`config.mk`:
```
export PLATFORM = sky130hd
export DESIGN_NAME = ratio_calibration_tracker_unit_flat
export DESIGN_NICKNAME = d
export VERILOG_FILES = /design/src/rtl/rct_pkg.sv /design/src/rtl/rct_if.sv /design/src/rtl/ratio_calibration_tracker_unit.sv /design/src/rtl/rct_ram.sv /design/src/rtl/rct_div.sv /design/src/flat_wrapper.sv
export SDC_FILE = /design/constraint.sdc
export NUM_CORES = 2
export LEC_CHECK = 0
export ABC_AREA = 1
export BUFFER_PORTS_ARGS = -buffer_cell sky130_fd_sc_hd__buf_2
export CORE_AREA = 2 2 407 409
export DETAILED_ROUTE_END_ITERATION = 7
export DIE_AREA = 0 0 409 411
export GPL_TIMING_DRIVEN = 0
export PLACE_DENSITY = 0.68
export SETUP_SLACK_MARGIN = 0.2
export SYNTH_ARGS = -nofsm -noshare
export SYNTH_HDL_FRONTEND = slang
export SYNTH_SLANG_ARGS = --single-unit
```
`constraint.sdc`:
```
create_clock -name clk -period 10.75 [get_ports clk]
set_input_delay 1.075 -clock clk [delete_from_list [all_inputs] [get_ports clk]]
set_output_delay 1.075 -clock clk [all_outputs]
set_load 0.02 [all_outputs]
```
`src/rtl/rct_pkg.sv`:
```
// ----------------------------------------------------------------------------
// rct_pkg
// Shared types, codes and constants of the ratio calibration tracker.
// ----------------------------------------------------------------------------
package rct_pkg;

  localparam int MAX_SAMPLES = 32;
  localparam int SLOT_W      = $clog2(MAX_SAMPLES);
  localparam int CNT_W       = $clog2(MAX_SAMPLES + 1);
  localparam int REG_W       = 6;
  localparam int CMP_W       = ((CNT_W > REG_W) ? CNT_W : REG_W) + 1;

  localparam int HR_W    = 12;
  localparam int RM_W    = 16;
  localparam int Q_W     = 16;
  localparam int CONF_W  = 15;
  localparam int FRAC_W  = 14;
  localparam logic [Q_W-1:0] Q_ONE = 16'd16384;

  // One entry: hr ok, hr ratio, rmssd ok, rmssd ratio
  localparam int ENTRY_W = 2 * (Q_W + 1);

  localparam int DIV_W     = 32;
  localparam int DVS_W     = 16;
  localparam int DIV_CNT_W = $clog2(DIV_W);
  localparam int SUM_W     = 32;
  localparam int TOT_W     = 16;

  localparam logic [1:0] CMD_ADD     = 2'd0;
  localparam logic [1:0] CMD_CORRECT = 2'd1;
  localparam logic [1:0] CMD_CLEAR   = 2'd2;
  localparam logic [1:0] CMD_SPARE   = 2'd3;

  localparam logic REG_MIN  = 1'b0;
  localparam logic REG_FULL = 1'b1;

  typedef enum logic [3:0] {
    S_IDLE,
    S_CLEAR,
    S_HR_DIV,
    S_RM_DIV,
    S_WRITE,
    S_WALK,
    S_HF_DIV,
    S_RF_DIV,
    S_MUL,
    S_CONF,
    S_OUT
  } state_t;

  typedef struct packed {
    logic             start;
    logic [DIV_W-1:0] dividend;
    logic [DVS_W-1:0] divisor;
  } div_req_t;

  typedef struct packed {
    logic             done;
    logic [DIV_W-1:0] quotient;
  } div_rsp_t;

  // Add an offset to a slot, wrapping at the window depth
  function automatic logic [SLOT_W-1:0] slot_wrap(input logic [SLOT_W-1:0] base,
                                                  input logic [CNT_W-1:0] off);
    logic [CNT_W:0] sum;
    sum = {{(CNT_W + 1 - SLOT_W){1'b0}}, base} + {1'b0, off};
    if (sum >= (CNT_W + 1)'(MAX_SAMPLES)) begin
      sum = sum - (CNT_W + 1)'(MAX_SAMPLES);
    end
    return sum[SLOT_W-1:0];
  endfunction

endpackage

```
`src/rtl/rct_if.sv`:
```
// ----------------------------------------------------------------------------
// rct_if
// Request and result channels of the ratio calibration tracker.
// ----------------------------------------------------------------------------
interface rct_in_if;
  logic                      valid;
  logic                      ready;
  logic [1:0]                cmd;
  logic [rct_pkg::HR_W-1:0]  finger_hr;
  logic [rct_pkg::HR_W-1:0]  face_hr;
  logic [rct_pkg::RM_W-1:0]  finger_rmssd;
  logic [rct_pkg::RM_W-1:0]  face_rmssd;

  modport source (output valid, cmd, finger_hr, face_hr, finger_rmssd, face_rmssd,
                  input ready);
  modport sink   (input valid, cmd, finger_hr, face_hr, finger_rmssd, face_rmssd,
                  output ready);
endinterface

interface rct_out_if;
  logic                        valid;
  logic                        ready;
  logic                        accepted;
  logic [rct_pkg::HR_W-1:0]    corrected_hr;
  logic [rct_pkg::RM_W-1:0]    corrected_rmssd;
  logic [rct_pkg::Q_W-1:0]     hr_factor_out;
  logic [rct_pkg::Q_W-1:0]     rmssd_factor_out;
  logic                        calibrated_out;
  logic [rct_pkg::REG_W-1:0]   window_count;
  logic [rct_pkg::CONF_W-1:0]  confidence;

  modport source (output valid, accepted, corrected_hr, corrected_rmssd, hr_factor_out,
                  rmssd_factor_out, calibrated_out, window_count, confidence,
                  input ready);
  modport sink   (input valid, accepted, corrected_hr, corrected_rmssd, hr_factor_out,
                  rmssd_factor_out, calibrated_out, window_count, confidence,
                  output ready);
endinterface

```
`src/rtl/ratio_calibration_tracker_unit.sv`:
```
// ----------------------------------------------------------------------------
// ratio_calibration_tracker_unit
// Rolling window of reference/face ratios and weighted-mean correction.
// ----------------------------------------------------------------------------
// One request at a time. Each division runs on the shared bit-serial divider.
// A correct-only or clear request spends most of its time in the confidence
// division. An add takes up to two divisions for the ratios (an out-of-range
// ratio skips its division), then, once the window holds min_samples pairs,
// a walk over the ratio RAM and two more divisions for the factors, then the
// confidence division. The result sits in an output register, so the next
// request is taken while it waits. Entries are valid once written; the fill
// count keeps unwritten entries out of every sum.
module ratio_calibration_tracker_unit (
  input  logic                       clk,
  input  logic                       rst,
  input  logic                       wr_en,
  input  logic                       wr_index,
  input  logic [rct_pkg::REG_W-1:0]  wr_data,
  rct_in_if.sink                     req_ch,
  rct_out_if.source                  rsp_ch
);

  localparam int SW = rct_pkg::SLOT_W;
  localparam int CW = rct_pkg::CNT_W;
  localparam int QW = rct_pkg::Q_W;

  rct_pkg::state_t state, state_next;

  logic [rct_pkg::REG_W-1:0] min_samples, full_samples;
  logic [1:0]                cmd_q;
  logic [rct_pkg::HR_W-1:0]  fhr_q, chr_q;
  logic [rct_pkg::RM_W-1:0]  frm_q, crm_q;
  logic                      hr_ok_q, rm_ok_q;
  logic [QW-1:0]             hr_ratio_q, rm_ratio_q;
  logic [SW-1:0]             oldest;
  logic [CW-1:0]             fill;
  logic [QW-1:0]             hr_factor, rm_factor;
  logic                      calibrated;
  logic                      accepted_q;
  logic [CW-1:0]             idx;
  logic                      rd_vld;
  logic [CW-1:0]             hr_w, rm_w;
  logic [rct_pkg::SUM_W-1:0] hr_sum, rm_sum;
  logic [rct_pkg::TOT_W-1:0] hr_tot, rm_tot;
  logic                      div_pend;
  logic [27:0]               prod_hr;
  logic [31:0]               prod_rm;
  logic [rct_pkg::CONF_W-1:0] conf_q;

  logic                      out_valid;
  logic                      out_free;
  logic                      in_take;

  logic                      hr_in_range, rm_in_range;
  logic [SW-1:0]             wr_slot, rd_slot;
  logic [CW-1:0]             fill_after;
  logic                      reach_min;
  logic                      below_min;
  logic [CW-1:0]             hr_w_inc, rm_w_inc;

  logic                      ram_we;
  logic [rct_pkg::ENTRY_W-1:0] ram_wdata, ram_rdata;
  logic                      rd_hr_ok, rd_rm_ok;
  logic [QW-1:0]             rd_hr, rd_rm;

  rct_pkg::div_req_t div_req;
  rct_pkg::div_rsp_t div_rsp;

  assign out_free = !out_valid || rsp_ch.ready;
  assign in_take  = req_ch.valid && req_ch.ready;
  assign req_ch.ready = (state == rct_pkg::S_IDLE);

  // Exact range tests on the captured pair
  assign hr_in_range = ({4'b0, fhr_q} * 16'd10 >= {4'b0, chr_q} * 16'd7) &&
                       ({4'b0, fhr_q} * 16'd10 <= {4'b0, chr_q} * 16'd13);
  assign rm_in_range = (crm_q != '0) &&
                       ({frm_q, 1'b0} >= {1'b0, crm_q}) &&
                       ({1'b0, frm_q} <= {crm_q, 1'b0});

  assign wr_slot    = (fill < CW'(rct_pkg::MAX_SAMPLES)) ? rct_pkg::slot_wrap(oldest, fill)
                                                         : oldest;
  assign fill_after = (fill < CW'(rct_pkg::MAX_SAMPLES)) ? fill + 1'b1 : fill;
  assign reach_min  = rct_pkg::CMP_W'(fill_after) >= rct_pkg::CMP_W'(min_samples);
  assign below_min  = rct_pkg::CMP_W'(fill) < rct_pkg::CMP_W'(min_samples);
  assign rd_slot    = rct_pkg::slot_wrap(oldest, idx);

  assign ram_we    = (state == rct_pkg::S_WRITE);
  assign ram_wdata = {hr_ok_q, hr_ratio_q, rm_ok_q, rm_ratio_q};
  assign {rd_hr_ok, rd_hr, rd_rm_ok, rd_rm} = ram_rdata;
  assign hr_w_inc  = hr_w + 1'b1;
  assign rm_w_inc  = rm_w + 1'b1;

  rct_ram #(
    .WIDTH (rct_pkg::ENTRY_W),
    .DEPTH (rct_pkg::MAX_SAMPLES)
  ) u_ram (
    .clk   (clk),
    .we    (ram_we),
    .waddr (wr_slot),
    .wdata (ram_wdata),
    .raddr (rd_slot),
    .rdata (ram_rdata)
  );

  rct_div u_div (
    .clk (clk),
    .rst (rst),
    .req (div_req),
    .rsp (div_rsp)
  );

  // Divider requests for whichever division the current state needs
  always_comb begin
    div_req.start    = 1'b0;
    div_req.dividend = '0;
    div_req.divisor  = '0;
    case (state)
      rct_pkg::S_HR_DIV: begin
        div_req.start    = !div_pend && hr_in_range;
        div_req.dividend = {6'b0, fhr_q, 14'b0};
        div_req.divisor  = {4'b0, chr_q};
      end
      rct_pkg::S_RM_DIV: begin
        div_req.start    = !div_pend && rm_in_range;
        div_req.dividend = {2'b0, frm_q, 14'b0};
        div_req.divisor  = crm_q;
      end
      rct_pkg::S_HF_DIV: begin
        div_req.start    = !div_pend && (hr_tot != '0);
        div_req.dividend = hr_sum;
        div_req.divisor  = hr_tot;
      end
      rct_pkg::S_RF_DIV: begin
        div_req.start    = !div_pend && (rm_tot != '0);
        div_req.dividend = rm_sum;
        div_req.divisor  = rm_tot;
      end
      rct_pkg::S_CONF: begin
        div_req.start    = !div_pend && (below_min || (full_samples != '0));
        div_req.dividend = rct_pkg::DIV_W'({fill, 14'b0});
        div_req.divisor  = below_min ? rct_pkg::DVS_W'(min_samples)
                                     : rct_pkg::DVS_W'(full_samples);
      end
      default: ;
    endcase
  end

  always_comb begin
    state_next = state;
    case (state)
      rct_pkg::S_IDLE: begin
        if (in_take) begin
          if (req_ch.cmd == rct_pkg::CMD_CLEAR) begin
            state_next = rct_pkg::S_CLEAR;
          end else if (req_ch.cmd == rct_pkg::CMD_ADD && req_ch.finger_hr != '0 &&
                       req_ch.face_hr != '0) begin
            state_next = rct_pkg::S_HR_DIV;
          end else begin
            state_next = rct_pkg::S_MUL;
          end
        end
      end
      rct_pkg::S_CLEAR: state_next = rct_pkg::S_MUL;
      rct_pkg::S_HR_DIV: begin
        if (!hr_in_range || div_rsp.done) state_next = rct_pkg::S_RM_DIV;
      end
      rct_pkg::S_RM_DIV: begin
        if (!rm_in_range || div_rsp.done) state_next = rct_pkg::S_WRITE;
      end
      rct_pkg::S_WRITE: state_next = reach_min ? rct_pkg::S_WALK : rct_pkg::S_MUL;
      rct_pkg::S_WALK: begin
        if (idx == fill && !rd_vld) state_next = rct_pkg::S_HF_DIV;
      end
      rct_pkg::S_HF_DIV: begin
        if (hr_tot == '0 || div_rsp.done) state_next = rct_pkg::S_RF_DIV;
      end
      rct_pkg::S_RF_DIV: begin
        if (rm_tot == '0 || div_rsp.done) state_next = rct_pkg::S_MUL;
      end
      rct_pkg::S_MUL: state_next = rct_pkg::S_CONF;
      rct_pkg::S_CONF: begin
        if ((!below_min && full_samples == '0) || div_rsp.done) state_next = rct_pkg::S_OUT;
      end
      rct_pkg::S_OUT: begin
        if (out_free) state_next = rct_pkg::S_IDLE;
      end
      default: state_next = rct_pkg::S_IDLE;
    endcase
  end

  always_ff @(posedge clk) begin
    if (rst) begin
      state <= rct_pkg::S_IDLE;
    end else begin
      state <= state_next;
    end
  end

  // Configuration registers
  always_ff @(posedge clk) begin
    if (rst) begin
      min_samples  <= 6'd5;
      full_samples <= 6'd20;
    end else if (wr_en) begin
      if (wr_index == rct_pkg::REG_MIN) begin
        min_samples <= wr_data;
      end else begin
        full_samples <= wr_data;
      end
    end
  end

  // Window and factor state
  always_ff @(posedge clk) begin
    if (rst) begin
      oldest     <= '0;
      fill       <= '0;
      hr_factor  <= rct_pkg::Q_ONE;
      rm_factor  <= rct_pkg::Q_ONE;
      calibrated <= 1'b0;
      div_pend   <= 1'b0;
      rd_vld     <= 1'b0;
    end else begin
      if (div_req.start) begin
        div_pend <= 1'b1;
      end else if (div_rsp.done) begin
        div_pend <= 1'b0;
      end
      case (state)
        rct_pkg::S_CLEAR: begin
          oldest     <= '0;
          fill       <= '0;
          hr_factor  <= rct_pkg::Q_ONE;
          rm_factor  <= rct_pkg::Q_ONE;
          calibrated <= 1'b0;
        end
        rct_pkg::S_WRITE: begin
          fill <= fill_after;
          if (fill == CW'(rct_pkg::MAX_SAMPLES)) begin
            oldest <= rct_pkg::slot_wrap(oldest, CW'(1));
          end
          if (reach_min) begin
            calibrated <= 1'b1;
          end
          rd_vld <= 1'b0;
        end
        rct_pkg::S_WALK: begin
          rd_vld <= (idx != fill);
        end
        rct_pkg::S_HF_DIV: begin
          if (div_rsp.done) hr_factor <= div_rsp.quotient[QW-1:0];
        end
        rct_pkg::S_RF_DIV: begin
          if (div_rsp.done) rm_factor <= div_rsp.quotient[QW-1:0];
        end
        default: ;
      endcase
    end
  end

  // Payload registers
  always_ff @(posedge clk) begin
    if (in_take) begin
      cmd_q      <= req_ch.cmd;
      fhr_q      <= req_ch.finger_hr;
      chr_q      <= req_ch.face_hr;
      frm_q      <= req_ch.finger_rmssd;
      crm_q      <= req_ch.face_rmssd;
      accepted_q <= 1'b0;
    end
    case (state)
      rct_pkg::S_HR_DIV: begin
        accepted_q <= 1'b1;
        hr_ok_q    <= hr_in_range;
        if (!hr_in_range) hr_ratio_q <= '0;
        else if (div_rsp.done) hr_ratio_q <= div_rsp.quotient[QW-1:0];
      end
      rct_pkg::S_RM_DIV: begin
        rm_ok_q <= rm_in_range;
        if (!rm_in_range) rm_ratio_q <= '0;
        else if (div_rsp.done) rm_ratio_q <= div_rsp.quotient[QW-1:0];
      end
      rct_pkg::S_WRITE: begin
        idx    <= '0;
        hr_w   <= '0;
        rm_w   <= '0;
        hr_sum <= '0;
        rm_sum <= '0;
        hr_tot <= '0;
        rm_tot <= '0;
      end
      rct_pkg::S_WALK: begin
        if (idx != fill) idx <= idx + 1'b1;
        // Accumulate the entry read last cycle; weights count valid ones only
        if (rd_vld && rd_hr_ok) begin
          hr_w   <= hr_w_inc;
          hr_sum <= hr_sum + rct_pkg::SUM_W'(rd_hr) * rct_pkg::SUM_W'(hr_w_inc);
          hr_tot <= hr_tot + rct_pkg::TOT_W'(hr_w_inc);
        end
        if (rd_vld && rd_rm_ok) begin
          rm_w   <= rm_w_inc;
          rm_sum <= rm_sum + rct_pkg::SUM_W'(rd_rm) * rct_pkg::SUM_W'(rm_w_inc);
          rm_tot <= rm_tot + rct_pkg::TOT_W'(rm_w_inc);
        end
      end
      rct_pkg::S_MUL: begin
        prod_hr <= {16'b0, chr_q} * {12'b0, hr_factor};
        prod_rm <= {16'b0, crm_q} * {16'b0, rm_factor};
      end
      rct_pkg::S_CONF: begin
        if (!below_min && full_samples == '0) begin
          conf_q <= rct_pkg::CONF_W'(rct_pkg::Q_ONE);
        end else if (div_rsp.done) begin
          if (div_rsp.quotient > rct_pkg::DIV_W'(rct_pkg::Q_ONE)) begin
            conf_q <= rct_pkg::CONF_W'(rct_pkg::Q_ONE);
          end else begin
            conf_q <= div_rsp.quotient[rct_pkg::CONF_W-1:0];
          end
        end
      end
      default: ;
    endcase
  end

  // Output register
  always_ff @(posedge clk) begin
    if (rst) begin
      out_valid <= 1'b0;
    end else if (state == rct_pkg::S_OUT && out_free) begin
      out_valid <= 1'b1;
    end else if (rsp_ch.ready) begin
      out_valid <= 1'b0;
    end
  end

  always_ff @(posedge clk) begin
    if (state == rct_pkg::S_OUT && out_free) begin
      rsp_ch.accepted <= accepted_q && (cmd_q == rct_pkg::CMD_ADD);
      if (!calibrated) begin
        rsp_ch.corrected_hr    <= chr_q;
        rsp_ch.corrected_rmssd <= crm_q;
      end else begin
        rsp_ch.corrected_hr    <= (prod_hr[27:26] != '0) ? '1 : prod_hr[25:14];
        rsp_ch.corrected_rmssd <= (prod_rm[31:30] != '0) ? '1 : prod_rm[29:14];
      end
      rsp_ch.hr_factor_out    <= hr_factor;
      rsp_ch.rmssd_factor_out <= rm_factor;
      rsp_ch.calibrated_out   <= calibrated;
      rsp_ch.window_count     <= rct_pkg::REG_W'(fill);
      rsp_ch.confidence       <= conf_q;
    end
  end

  assign rsp_ch.valid = out_valid;

endmodule

```
`src/rtl/rct_ram.sv`:
```
// ----------------------------------------------------------------------------
// rct_ram
// Generic single write, single read RAM with registered read data.
// ----------------------------------------------------------------------------
module rct_ram #(
  parameter int WIDTH = 8,
  parameter int DEPTH = 32
) (
  input  logic                     clk,
  input  logic                     we,
  input  logic [$clog2(DEPTH)-1:0] waddr,
  input  logic [WIDTH-1:0]         wdata,
  input  logic [$clog2(DEPTH)-1:0] raddr,
  output logic [WIDTH-1:0]         rdata
);

  logic [WIDTH-1:0] mem [DEPTH];

  always_ff @(posedge clk) begin
    if (we) begin
      mem[waddr] <= wdata;
    end
    rdata <= mem[raddr];
  end

endmodule

```
`src/rtl/rct_div.sv`:
```
// ----------------------------------------------------------------------------
// rct_div
// Restoring divider, one quotient bit per cycle, shared by all divisions.
// ----------------------------------------------------------------------------
module rct_div (
  input  logic              clk,
  input  logic              rst,
  input  rct_pkg::div_req_t req,
  output rct_pkg::div_rsp_t rsp
);

  logic                              busy;
  logic [rct_pkg::DIV_CNT_W-1:0]     cnt;
  logic [rct_pkg::DVS_W-1:0]         rem;
  logic [rct_pkg::DIV_W-1:0]         quo;
  logic [rct_pkg::DVS_W-1:0]         dvs;
  logic                              done;
  logic [rct_pkg::DVS_W:0]           trial;
  logic                              fits;

  assign trial = {rem, quo[rct_pkg::DIV_W-1]};
  assign fits  = trial >= {1'b0, dvs};

  always_ff @(posedge clk) begin
    if (rst) begin
      busy <= 1'b0;
      done <= 1'b0;
      cnt  <= '0;
    end else begin
      done <= 1'b0;
      if (busy) begin
        quo <= {quo[rct_pkg::DIV_W-2:0], fits};
        if (fits) begin
          rem <= rct_pkg::DVS_W'(trial - {1'b0, dvs});
        end else begin
          rem <= trial[rct_pkg::DVS_W-1:0];
        end
        cnt <= cnt + 1'b1;
        if (cnt == rct_pkg::DIV_CNT_W'(rct_pkg::DIV_W - 1)) begin
          busy <= 1'b0;
          done <= 1'b1;
        end
      end else if (req.start) begin
        busy <= 1'b1;
        cnt  <= '0;
        rem  <= '0;
        quo  <= req.dividend;
        dvs  <= req.divisor;
      end
    end
  end

  assign rsp.done     = done;
  assign rsp.quotient = quo;

endmodule

```
`src/flat_wrapper.sv`:
```
// flat-port wrapper written by rule: the top's interface ports become plain ports
module ratio_calibration_tracker_unit_flat 
  (clk, rst, wr_en, wr_index, wr_data, req_ch_valid, req_ch_cmd, req_ch_finger_hr, req_ch_face_hr, req_ch_finger_rmssd, req_ch_face_rmssd, req_ch_ready, rsp_ch_valid, rsp_ch_accepted, rsp_ch_corrected_hr, rsp_ch_corrected_rmssd, rsp_ch_hr_factor_out, rsp_ch_rmssd_factor_out, rsp_ch_calibrated_out, rsp_ch_window_count, rsp_ch_confidence, rsp_ch_ready);
  rct_in_if req_ch_i ();
  rct_out_if rsp_ch_i ();
  input  logic clk;
  input  logic rst;
  input  logic wr_en;
  input  logic wr_index;
  input  logic [rct_pkg::REG_W-1:0] wr_data;
  input wire logic [$bits(req_ch_i.valid)-1:0] req_ch_valid;
  input wire logic [$bits(req_ch_i.cmd)-1:0] req_ch_cmd;
  input wire logic [$bits(req_ch_i.finger_hr)-1:0] req_ch_finger_hr;
  input wire logic [$bits(req_ch_i.face_hr)-1:0] req_ch_face_hr;
  input wire logic [$bits(req_ch_i.finger_rmssd)-1:0] req_ch_finger_rmssd;
  input wire logic [$bits(req_ch_i.face_rmssd)-1:0] req_ch_face_rmssd;
  output wire logic [$bits(req_ch_i.ready)-1:0] req_ch_ready;
  output wire logic [$bits(rsp_ch_i.valid)-1:0] rsp_ch_valid;
  output wire logic [$bits(rsp_ch_i.accepted)-1:0] rsp_ch_accepted;
  output wire logic [$bits(rsp_ch_i.corrected_hr)-1:0] rsp_ch_corrected_hr;
  output wire logic [$bits(rsp_ch_i.corrected_rmssd)-1:0] rsp_ch_corrected_rmssd;
  output wire logic [$bits(rsp_ch_i.hr_factor_out)-1:0] rsp_ch_hr_factor_out;
  output wire logic [$bits(rsp_ch_i.rmssd_factor_out)-1:0] rsp_ch_rmssd_factor_out;
  output wire logic [$bits(rsp_ch_i.calibrated_out)-1:0] rsp_ch_calibrated_out;
  output wire logic [$bits(rsp_ch_i.window_count)-1:0] rsp_ch_window_count;
  output wire logic [$bits(rsp_ch_i.confidence)-1:0] rsp_ch_confidence;
  input wire logic [$bits(rsp_ch_i.ready)-1:0] rsp_ch_ready;
  assign req_ch_i.valid = req_ch_valid;
  assign req_ch_i.cmd = req_ch_cmd;
  assign req_ch_i.finger_hr = req_ch_finger_hr;
  assign req_ch_i.face_hr = req_ch_face_hr;
  assign req_ch_i.finger_rmssd = req_ch_finger_rmssd;
  assign req_ch_i.face_rmssd = req_ch_face_rmssd;
  assign req_ch_ready = req_ch_i.ready;
  assign rsp_ch_valid = rsp_ch_i.valid;
  assign rsp_ch_accepted = rsp_ch_i.accepted;
  assign rsp_ch_corrected_hr = rsp_ch_i.corrected_hr;
  assign rsp_ch_corrected_rmssd = rsp_ch_i.corrected_rmssd;
  assign rsp_ch_hr_factor_out = rsp_ch_i.hr_factor_out;
  assign rsp_ch_rmssd_factor_out = rsp_ch_i.rmssd_factor_out;
  assign rsp_ch_calibrated_out = rsp_ch_i.calibrated_out;
  assign rsp_ch_window_count = rsp_ch_i.window_count;
  assign rsp_ch_confidence = rsp_ch_i.confidence;
  assign rsp_ch_i.ready = rsp_ch_ready;
  ratio_calibration_tracker_unit u_core (.clk(clk), .rst(rst), .wr_en(wr_en), .wr_index(wr_index), .wr_data(wr_data), .req_ch(req_ch_i), .rsp_ch(rsp_ch_i));
endmodule
```
* Word level (Yosys, flattened, before mapping)
Memories as Yosys holds them, arrays and structs flattened. A register that Yosys moved wholly into a read port is not among the register bits. Index checks and enable logic that the tools add are counted.
Word-level totals: flip-flop bits (word level) 499, bits in latches 0, bits in writable memories 1088, memory bits (read-only) 0, input port bits 70, output and inout port bits 85, logic and storage cells 249, memories kept 1
Operators by class: $add $sub $neg 16, $mul 7, divide/modulo/power cells 0, $lt $le $gt $ge 12, equal/unequal tests 32, shifts and indexed selects 0, mux-type cells 65, bitwise gates (word level) 3, reduce and logical (&&, ||, !) cells 68
Memories:
- u_core.u_ram.mem | words 32, bits a word 34, read ports 1, clocked after memory_dff 1, wr ports 1, line rct_ram.sv:17 | logic [WIDTH-1:0] mem [DEPTH];
Operator list (count):
- $pmux 49 s5 | 1
- $mux 16 | 8
- $mux 32 | 4
- $pmux 16 s2 | 4
- $pmux 32 s2 | 2
- $add 32x22->32 | 2
- $pmux 6 s2 | 4
- $reduce_bool 16->1 | 3
- $mul 16x6->22 | 2
- $mux 4 | 11
- $pmux 4 s11 | 1
- $mux 5 | 7
- $ge 17x16->1 | 2
- $add 16x6->16 | 2
- $gt 32x15->1 const B | 1
- $logic_not 16->1 | 2
- $mul 16x16->32 | 1
- $mul 12x3->15 const B | 2
- $mux 15 | 2
- $mux 6 | 5
- $mul 12x16->28 | 1
- $reduce_and 2->1 | 13
- $add 6x1->6 const B | 4
- $mux 12 | 2
- other kinds (41) | 117

* Longest topological paths before layout
depth in word-level cells 7, depth in mapped cells 29, depth with buffers taken out 27

* By module
From an unflattened synthesis, not the netlist that was laid out.
Unflattened totals: cell total of the unflattened synthesis 9571, area total of the unflattened synthesis 92651.4 um^2
Modules (own cells, without submodules):
- rct_ram | instances 1, cells an instance 3754, area an instance 44662.8 um^2, seq. area each 33352.0 um^2
- ratio_calibration_tracker_unit | instances 1, cells an instance 5300, area an instance 43855.8 um^2, seq. area each 11370.9 um^2
- rct_div | instances 1, cells an instance 517, area an instance 4132.7 um^2, seq. area each 2062.0 um^2

* Least setup slack after synthesis
Ideal clock, no wire load.
path kind in2reg, from input rsp_ch_ready, to register u_core.rsp_ch.accepted (enable), setup time 0.732 ns, data arrival time 9.008 ns, required time 10.018 ns, path slack 1.010 ns, cell stages on the path 2, path buffers 0, cells stage by stage nor2_1 -> nor4_1
On the way: cells in the longest elaborated chain, start to end 2
Ends and longest elaborated chain:
- start, declared | line flat_wrapper.sv:27 | input wire logic [$bits(rsp_ch_i.ready)-1:0] rsp_ch_ready;
- $logic_or 1x1->1 | line ratio_calibration_tracker_unit.sv:69 | assign out_free = !out_valid || rsp_ch.ready;
- $logic_and 1x1->1 | line ratio_calibration_tracker_unit.sv:337 | if (state == rct_pkg::S_OUT && out_free) begin
- end signal, assigned | line ratio_calibration_tracker_unit.sv:338 | rsp_ch.accepted <= accepted_q && (cmd_q == rct_pkg::CMD_ADD);
- end, declared | line rct_if.sv:32 | modport source (output valid, accepted, corrected_hr, corrected_rmssd, hr_factor_out,
No other way between the ends. A chain may end at the register's enable or synchronous reset.

* Worst setup path in the final report
from register u_core.crm_q[6] in the netlist's numbering, to register u_core.prod_rm[26], data pin
On the way: cells in the longest elaborated chain, start to end 1
Ends and longest elaborated chain:
- start, declared | line ratio_calibration_tracker_unit.sv:32 | logic [rct_pkg::RM_W-1:0] frm_q, crm_q;
- start signal, assigned | line ratio_calibration_tracker_unit.sv:268 | crm_q <= req_ch.face_rmssd;
- $mul 16x16->32 | line ratio_calibration_tracker_unit.sv:308 | prod_rm <= {16'b0, crm_q} * {16'b0, rm_factor};
- end signal, assigned | line ratio_calibration_tracker_unit.sv:308
- end, declared | line ratio_calibration_tracker_unit.sv:47 | logic [31:0] prod_rm;
No other way between the ends.

==> summary.txt <==
Reg2Reg Depth: 21
RSZ-0062 raised after global routing: no
Crit. Startpoint: u_core.crm_q[6]
core area: 164000 sq um
met1 Usage GRT: 40.1%
CP max FO: 10
max incr delay on CP: 0.76 ns
DIE AREA: 168000 sq um
later-pin clock latency in the skew report: 0.86 ns
Non-Filler Instances: 10800
Root Buffer: clkbuf_16
worst min path class: input port to flop
HPWL after detailed placement: 198000 microns
clk_skew: 0.0569 ns
Worst R2R Setup Slack: 3.62 ns
GRT Total Usage: 31.5%
vias in the first global route: 63600
Hold Fails Final Rpt: 0
CP arrival: 7.71 ns
crit-path most repeated cell: fa_1
Yosys top cell area share: 49.9%
via-per-instance ratio: 5.91
1st-pass router iterations: 6
post-CTS sizing: 0
CP Capture Type: flop
Final min period: 7.13 ns
Clock Path Buffers: 3
Max Cap Violations: 1
Yosys reg bits: 1593
Max H-tree Level: 4
Buffers on Ports: 153
grt total ovfl: 0
required time of the critical path: 11.33 ns
post-synthesis cell type count: 56
CP endpoint: u_core.prod_rm[26]
status: finished, violations left
gr busiest metal: met2
Synth Flop Type: edfxtp_1
r2r startpoint: u_core.crm_q[6]
Synth Net Count: 9108
Critical-path top delay cell: clkbuf_1
# clock sinks: 1593
DRT iter0 DRCs: 7527
area leader, netlist: edfxtp_1
Top-Level Pins: 155
RePlAce Congestion: 0.987
CTS tree: done
Crit Path Class: flop to flop
multi-input logic area: 36900 sq um
commonest non-fill, non-tap cell in the layout: edfxtp_1
largest cells by area after synthesis: edfxtp_1, fa_1, ha_1
final WL: 268000 microns
Syn Inst Count: 8113
CTS Hold Bufs: 0
Register Area: 46800 sq um
Util after Layout: 61.3%
DRT antenna net count: 0
Die Span Y: 411 microns
reg-to-reg critical path endpoint: u_core.prod_rm[26]
post-synthesis sequential area ratio: 52.2%
WL/cell: 24.7 microns
via count: 64100
Startpoint Class: flop
total CTS buffers: 164
Setup Fix Bufs, Post-CTS: 0
cell chain of the critical path: clkbuf_1, buf_1, nand2_1, fa_1, fa_1, fa_1, inv_1, fa_1, inv_1, fa_1, fa_1, inv_1, ha_1, a21oi_1, o21ai_0, a21oi_1, nand3_1, nand2_1, nand2_1, a21oi_1, xnor2_1
ys async rst share: 0%
violated checks: capacitance limit, slew limit
Post-Synthesis Cell Area: 89600 sq um
Max Fclk: 0.140 GHz
DRC Markers: 0
final setup vio count: 0
Placed Cells: 10500
initial antenna violation count: 9
Mapped Avg Cell Area: 11.0 sq um
# rows: 149
layout net count: 9500
share of cells above drive strength 1: 7.17%
Ys Warns: 0
commonest cells after routing, fill and taps aside: edfxtp_1, inv_1, nand2_1, nor2_1, o21ai_0
slew at the pin with the worst max-slew slack: 1.51 ns
Reg clk slew, reported paths: 0.06 ns
Die W: 409 microns
period utilisation layout: 66.3%
initial core utilization: 54.7%
met3 Use GR: 5.86%
area grow syn2layout: 12.2%
Slew headroom: -0.788%
number of flops mapped to enable cells by yosys: 1488
fillcell total: 13000
largest net degree at the start of global routing: 33
first-pass GRT wire length: 393000 microns
Max Slew Vio Count: 33
M2 GR Usage: 50.3%
[critical path, delay by kind of cell (launching register included)]
family / cells / cell delay [ns]
flip-flops: 1 / 0.33
XOR/XNOR: 1 / 0.08
AO/OA/AOI/OAI: 4 / 0.86
adder cells (fa/ha/maj): 7 / 3.35
AND/OR/NAND/NOR: 4 / 0.68
buffers and inverters: 5 / 1.57
[routing by layer]
layer / wire length [microns] / vias up
met2: 124000 / 3317
li1: - / 28700
met4: 17700 / 4
met1: 101000 / 31400
met3: 24500 / 612
met5: 27 / -
[state kept, by name, summed over array words and instances, names as in the netlist, 14 cells and up]
name	cells
u_core.rm_factor	16
u_core.hr_ratio_q	16
u_core.rsp_ch.confidence	15
u_core.u_div.dvs	16
u_core.rm_sum	32
u_core.rsp_ch.rmssd_factor_out	16
u_core.u_div.quo	32
u_core.frm_q	16
u_core.prod_rm	18
u_core.hr_factor	16
u_core.conf_q	15
u_core.u_ram.mem	1088
u_core.rm_ratio_q	16
u_core.u_div.rem	16
u_core.rm_tot	16
u_core.rsp_ch.hr_factor_out	16
u_core.crm_q	16
u_core.hr_tot	16
u_core.u_ram.rdata	34
u_core.prod_hr	14
u_core.hr_sum	32
u_core.rsp_ch.corrected_rmssd	16
[per-stage QoR]
step	setup TNS [ns]	instance area, sq um	hold slack [ns]	worst slack (ns)
global placement	-389.99	93100	0.403	-4.67
floorplan	0	89600	0.400	1.01
global route	0	100000	0.382	3.26
finish	0	100000	0.410	3.62
CTS	0	100000	0.358	3.62
detailed placement	0	94600	0.410	3.63
[kinds of logic after synthesis]
| logic type | after synthesis | synth area share, % |
|---|---|---|
| AO/OA/AOI/OAI | 1389 | 9.53 |
| XOR/XNOR | 83 | 0.820 |
| adder cells (fa/ha/maj) | 925 | 17.2 |
| buffers and inverters | 1582 | 6.89 |
| flip-flops | 1593 | 52.2 |
| multiplexers | 272 | 3.04 |
| AND/OR/NAND/NOR | 2269 | 10.3 |
[worst min path at each step]
stage,start,slack (ns),depth (start not counted),endpoint
CTS,req_ch_face_rmssd[8],0.36,1,u_core.crm_q[8]
global route,req_ch_face_rmssd[8],0.38,1,u_core.crm_q[8]
floorplan,u_core.conf_q[0],0.40,0,u_core.rsp_ch.confidence[0]
detailed placement,u_core.conf_q[3],0.41,0,u_core.rsp_ch.confidence[3]
finish,req_ch_face_rmssd[8],0.41,1,u_core.crm_q[8]
global placement,u_core.conf_q[0],0.40,0,u_core.rsp_ch.confidence[0]
[final cells by class]
class / instances / area share, %
multi-input combinational: 4938 / 36.7
clock buffer: 202 / 4.31
clock inverter: 102 / 1.21
timing repair buffer: 226 / 2.31
antenna: 3 / 0.00747
inverter: 1197 / 4.47
sequential: 1593 / 46.6
tap: 2189 / 2.73
buffer: 385 / 1.67
[Yosys cell counts, types with 43 or more instances]
library cell and number:
fa_1 512, dfxtp_1 105, inv_1 1182, o21ai_0 525
nand2_1 1086, buf_2 58, nand3_1 230, nor3_1 51
mux2i_1 272, xor2_1 50, ha_1 413, a21oi_1 340
a31oi_1 84, nor2_1 767, edfxtp_1 1488, o221ai_1 282
clkbuf_1 262, nand4_1 43
Power is left out: the tool's default activity adds up to more than one toggle a clock period on the data nets, which glitch-free logic cannot reach.
